File: src/hw/rtl/cer_pkg.sv
// shared constants for the calorimeter energy resolution pipeline
// used by cer_div, cer_sqrt and calorimeter_energy_resolution
package cer_pkg;

  localparam int COEF_W     = 24;
  localparam int ENERGY_W   = 32;
  localparam int ETA_W      = 16;
  localparam int RES_W      = 32;
  localparam int CFG_ADDR_W = 3;
  localparam int PROD_W     = 2 * COEF_W;
  localparam int VAR_W      = 64;
  localparam int DIV_NUM_W  = 72;

  localparam logic [ETA_W:0] ETA_ENDCAP_LOW  = 17'd6058;
  localparam logic [ETA_W:0] ETA_ENDCAP_HIGH = 17'd12288;

  typedef enum logic [CFG_ADDR_W-1:0] {
    REG_BARREL_STOCHASTIC = 3'd0,
    REG_BARREL_NOISE      = 3'd1,
    REG_BARREL_CONSTANT   = 3'd2,
    REG_ENDCAP_STOCHASTIC = 3'd3,
    REG_ENDCAP_NOISE      = 3'd4,
    REG_ENDCAP_CONSTANT   = 3'd5
  } cfg_reg_t;

endpackage

File: src/hw/rtl/cer_sqrt.sv
// pipelined integer square root of a 64-bit value, one root bit per stage
// depends on cer_pkg for widths
module cer_sqrt (
  input  logic                      clk,
  input  logic                      en,
  input  logic [cer_pkg::VAR_W-1:0] val,
  output logic [cer_pkg::RES_W-1:0] root
);
  import cer_pkg::*;

  localparam int REM_W = RES_W + 2;

  logic [REM_W-1:0] rem_r  [RES_W];
  logic [RES_W-1:0] root_r [RES_W];
  logic [VAR_W-1:0] val_r  [RES_W];

  for (genvar i = 0; i < RES_W; i++) begin : g_stage
    logic [REM_W-1:0] rem_in;
    logic [RES_W-1:0] root_in;
    logic [VAR_W-1:0] val_in;
    logic [REM_W:0]   cur;
    logic [REM_W:0]   trial;
    logic             ge;
    logic [REM_W:0]   diff;

    if (i == 0) begin : g_first
      assign rem_in  = '0;
      assign root_in = '0;
      assign val_in  = val;
    end else begin : g_next
      assign rem_in  = rem_r[i-1];
      assign root_in = root_r[i-1];
      assign val_in  = val_r[i-1];
    end

    always_comb begin
      cur   = {rem_in[REM_W-2:0], val_in[VAR_W-1:VAR_W-2]};
      trial = {1'b0, root_in, 2'b01};
      ge    = (cur >= trial);
      diff  = cur - trial;
    end

    always_ff @(posedge clk) begin
      if (en) begin
        rem_r[i]  <= ge ? diff[REM_W-1:0] : cur[REM_W-1:0];
        root_r[i] <= {root_in[RES_W-2:0], ge};
        val_r[i]  <= {val_in[VAR_W-3:0], 2'b00};
      end
    end
  end

  assign root = root_r[RES_W-1];

endmodule

File: config.mk
export PLATFORM = sky130hd
export DESIGN_NAME = cer_sqrt
export DESIGN_NICKNAME = d
export VERILOG_FILES = /design/src/hw/rtl/cer_pkg.sv /design/src/hw/rtl/cer_sqrt.sv
export SDC_FILE = /design/constraint.sdc
export NUM_CORES = 2
export LEC_CHECK = 0
export BUFFER_PORTS_ARGS = -buffer_cell sky130_fd_sc_hd__buf_2
export CORE_UTILIZATION = 60
export DETAILED_ROUTE_END_ITERATION = 6
export GPL_TIMING_DRIVEN = 0
export PLACE_DENSITY = 0.81
export SYNTH_ARGS = -nofsm -noshare
export SYNTH_HDL_FRONTEND = slang
export SYNTH_MEMORY_MAX_BITS = 65536
export SYNTH_SLANG_ARGS = --single-unit
File: constraint.sdc
create_clock -name clk -period 9.5 [get_ports clk]
set_clock_uncertainty 0.05 [all_clocks]
set_input_delay 2.85 -clock clk [delete_from_list [all_inputs] [get_ports clk]]
set_output_delay 2.85 -clock clk [all_outputs]
set_load 0.02 [all_outputs]
# == Word level (Yosys, flattened, before mapping) ==
# Memory sizes are Yosys's and may differ from the RTL's.
# Cells that the tools add are included.
# totals
out_inout_bits,32
mem_bits_rw,4096
register_bits,0
word_cells,101
inputBits,66
memories,3
# memory_table
name,depth,width,read_ports,rd_clocked_by_memory_dff,wr,line,text
val_r,32,62,31,0,32,cer_sqrt.sv:15,logic [VAR_W-1:0] val_r [RES_W];
rem_r,32,34,31,0,32,cer_sqrt.sv:13,logic [REM_W-1:0] rem_r [RES_W];
root_r,32,32,32,0,32,cer_sqrt.sv:14,logic [RES_W-1:0] root_r [RES_W];
# classes
n_addsub,32
n_mux,34
n_lt_le_gt_ge,32
# op_table
operator,n
$mux 34,32
$ge 35x34->1,31
$sub 34x34->34,31
$sub 2x1->3 const B,1
$ge 2x1->1 const B,1
$mux 1,2

# == Longest topological paths before layout ==
# An unclocked memory read counts as a cell.
# depth
word_depth,3
depth_mapped,15
ltp_nobuf,13

# == Worst setup path after synthesis ==
# OpenSTA, ideal clock, no wires.
# synth_path
kind,register -> register
start,mem rem_r[23][0] (netlist name)
end,"mem rem_r[24][11] (netlist name), data pin"
t_arrival_ps,3394
path_slack_ps,5797
path_stages_with_launch,12
synth_period_minus_slack_ps,3703
t_required_ps,9190
n_path_buf,1
setup_ps,260
cell_sequence,edfxtp_1 > ha_1 > o21a_1 > o21ai_1 > a31oi_1 > a221oi_1 > or4b_2 > a2111oi_2 > nor3_2 > nand2_2 > buf_2 > mux2_2
# synth_rtl
item,line
start: declaration,cer_sqrt.sv:13

==> parameters.txt <==
Parameter                              Value

Worst setup path
  Setup crit start    en
  Critical path type    primary input to flop
  Largest fanout on the critical path    195
  Endpoint of the worst-slack reg-to-reg timing path    rem_r[28][10]
  Flop-to-flop setup slack    4420 ps
  Arrival time at the worst endpoint    7450 ps
  Launch instance of the worst register-to-register path    rem_r[27][0]
  Reg2reg path depth    11
  Kind of end point of the critical path    flop
  Required time reported for the critical path endpoint    9930 ps
  Kind of launch point of the worst setup path    primary input

Global route
  First-pass GRT wire length    391000 um
  Total global routing overflow    0
  Via count of the first global-routing pass    70387
  GRT Total Usage    0.254
  Initial antenna violation count    3
  Maximum number of pins on one net before global-route repair    196

Yosys
  Fraction of synthesis flops using an asynchronous set or reset pin    0
  Post-synthesis register bit count    2494
  Ys flop type    edfxtp_1
  Number of flops mapped to enable cells by yosys    2494
  Cell type with the largest total area after synthesis    edfxtp_1
  Number of nets produced by synthesis    9638
  Share of Yosys cell area claimed by the top area cell type    0.643
  Warning count from the yosys run    0
  Mapped cell area    116000 um^2
  Leading cell types by total area after synthesis    edfxtp_1 64%, ha_1 6.0%, xnor2_1 3.0%
  Syn Inst Count    9011
  Synth unique cells    89
  Sequential fraction of the synthesis area    0.643
  Avg Synthesized Cell Area    12.9 um^2

Placement
  Gpl congestion    0.910
  Number of placed instances with taps included    11648
  IO buf count    97
  Placed wire-length estimate after detailed placement    178000 um
  Post-detailed-placement cell area    120000 um^2

Final layout
  Total non-filler cell area in the finished layout    129000 um^2
  Final net count    9992
  Number of non-filler instances in the completed layout    12100
  Most used cells in the layout excluding fill and tap cells    2494 x edfxtp_1, 713 x inv_1, 598 x a21oi_1
  Utilization after layout    0.669
  Fraction of final layout cells sized beyond drive strength 1    0.0709
  Area growth from synthesis to layout    10.6%
  Leading cell type in the layout, fill and taps excluded    edfxtp_1
  Layout fillers    13687
  # diodes    0

Outcome
  Run status    finished, final reports clean

Worst hold path
  Hold Crit Class    flop to flop
  Cells on Worst Hold Path    0
  Hold endpoint    val_r[26][61]
  Startpoint of the lowest-slack hold path    val_r[25][59]

STA
  Max-Slew Margin vs Limit    0.193
  Setup repair after global routing missed its margin    false
  Final-report hold violation count    0
  Fmax achieved    142 MHz
  Final setup violation count    0
  Min Clock Period, post-route    7030 ps
  Period utilisation layout    0.740
  Setup_tns    0 ps
  Max Transition Viols Final    0
  Measured slew at the worst slew-check pin    1200 ps
  Hold_ws    358 ps

Pwr
  Worst ir drop on vdd    182 uV
  Power Dens Cells    245 nW/um^2
  Leakage power    49.5 nW

Die
  Core Rows    161
  Total core area    193000 um^2
  Floorplan die area    196000 um^2
  Vertical extent of the die    443 um
  Number of top-level design ports    98
  Effective utilization at floorplan    0.605
  Die boundary width    443 um

Clock network
  Hold bufs inserted after CTS    0
  Worst skew pair latency    900 ps
  Number of resized instances in the post-cts repair step    0
  Clk root buf    clkbuf_16
  Number of clock sinks    2494
  Post-CTS setup buffer count    0
  Clock-pin slew on the worst setup and hold paths    60 ps
  H-tree Lvls    4
  CTS tree    yes
  Buffer depth of the longest clock path    3
  Inserted Clock Buffers    241

Drt
  Post-detailed-route DRC marker count    0
  Count of nets left with antenna violations after detail routing    0
  Router iterations before antenna repair    6
  Drt via density    5.90
  Initial detailed-routing violation count    6357
  Detailed-route via count    71357
  Total routed wirelength    250000 um
  WL per Instance    20.7 um

Run
  Number of violations of the max-capacitance limit    0
## state kept, by name, summed over array words and instances (netlist names)
register,cells
rem_r,974
root_r,528
val_r,992
## per-stage QoR
| stage | setup slack, ps | power [mW] |
|---|---|---|
| floorplan | 5800 | 19.5 |
| global placement | -31770 | 22.4 |
| detailed placement | 1520 | 21.7 |
| CTS | 2480 | 31.7 |
| global route | 2120 | 33.0 |
| finish | 2470 | 31.6 |
## critical path, stage by stage
cell	delay, ps
buf_12	340
buf_16	570
buf_16	630
buf_16	530
buf_16	550
buf_16	680
buf_16	520
## worst max-delay path by stage
stage | endpoint | cells past startpoint | slack, ps
floorplan | rem_r[24][11] | 11 | 5800
global placement | val_r[20][57] | 1 | -31770
detailed placement | root_r[23][5] | 7 | 1520
CTS | val_r[9][29] | 7 | 2480
global route | val_r[9][29] | 7 | 2120
finish | rem_r[24][11] | 7 | 2470
## layout make-up
class                   instances  area [um^2]  area share
flip-flops and latches       2494        74900       0.581
multi-input cells            5630        38200       0.296
clock buffers                 273         6150      0.0478
well taps                    2526         3160      0.0245
inverters                     718         2700      0.0209
clock inverters               179         2180      0.0169
repair buffers                111          886     0.00688
plain buffers                 169          658     0.00511
## kinds of logic after synthesis
family / count (synthesis) / share of synthesized area
mux: 114 / 0.0108
compound gates: 1850 / 0.0982
other cells: 1 / 0.0000322
fa+ha+maj: 561 / 0.0603
simple gates: 2308 / 0.0987
flops: 2494 / 0.643
xor+xnor: 796 / 0.0599
buf+inv: 887 / 0.0288
## synthesized netlist by cell type, drive strengths merged, types with 144 or more instances
library cell,number
xnor2,404
nand2,560
nand3,144
nor3,234
edfxtp,2494
o21ai,447
inv,714
a21oi,598
nor2,582
xor2,392
a21o,250
clkbuf,153
ha,561
## report_power, final
group | internal [mW] | switching, mW | total [mW] | leakage, nW
Clock | 5.70 | 4.26 | 9.97 | 4.02
Combinational | 2.74 | 3.97 | 6.71 | 21.5
Sequential | 13.9 | 0.954 | 14.9 | 24.0
Total | 22.4 | 9.18 | 31.6 | 49.5
## per-layer routing
layer | vias to the layer above | part of all wire | GRT usage | wire (um)
li1 | 34102 | - | - | -
met3 | 421 | 0.052 | 0.0331 | 13000
met1 | 34739 | 0.42 | 0.338 | 106000
met5 | - | 0 | 0 | 0
met2 | 2095 | 0.50 | 0.433 | 124000
met4 | 0 | 0.030 | 0.0815 | 7410
Note: power is estimated with default switching activity, not from simulation.
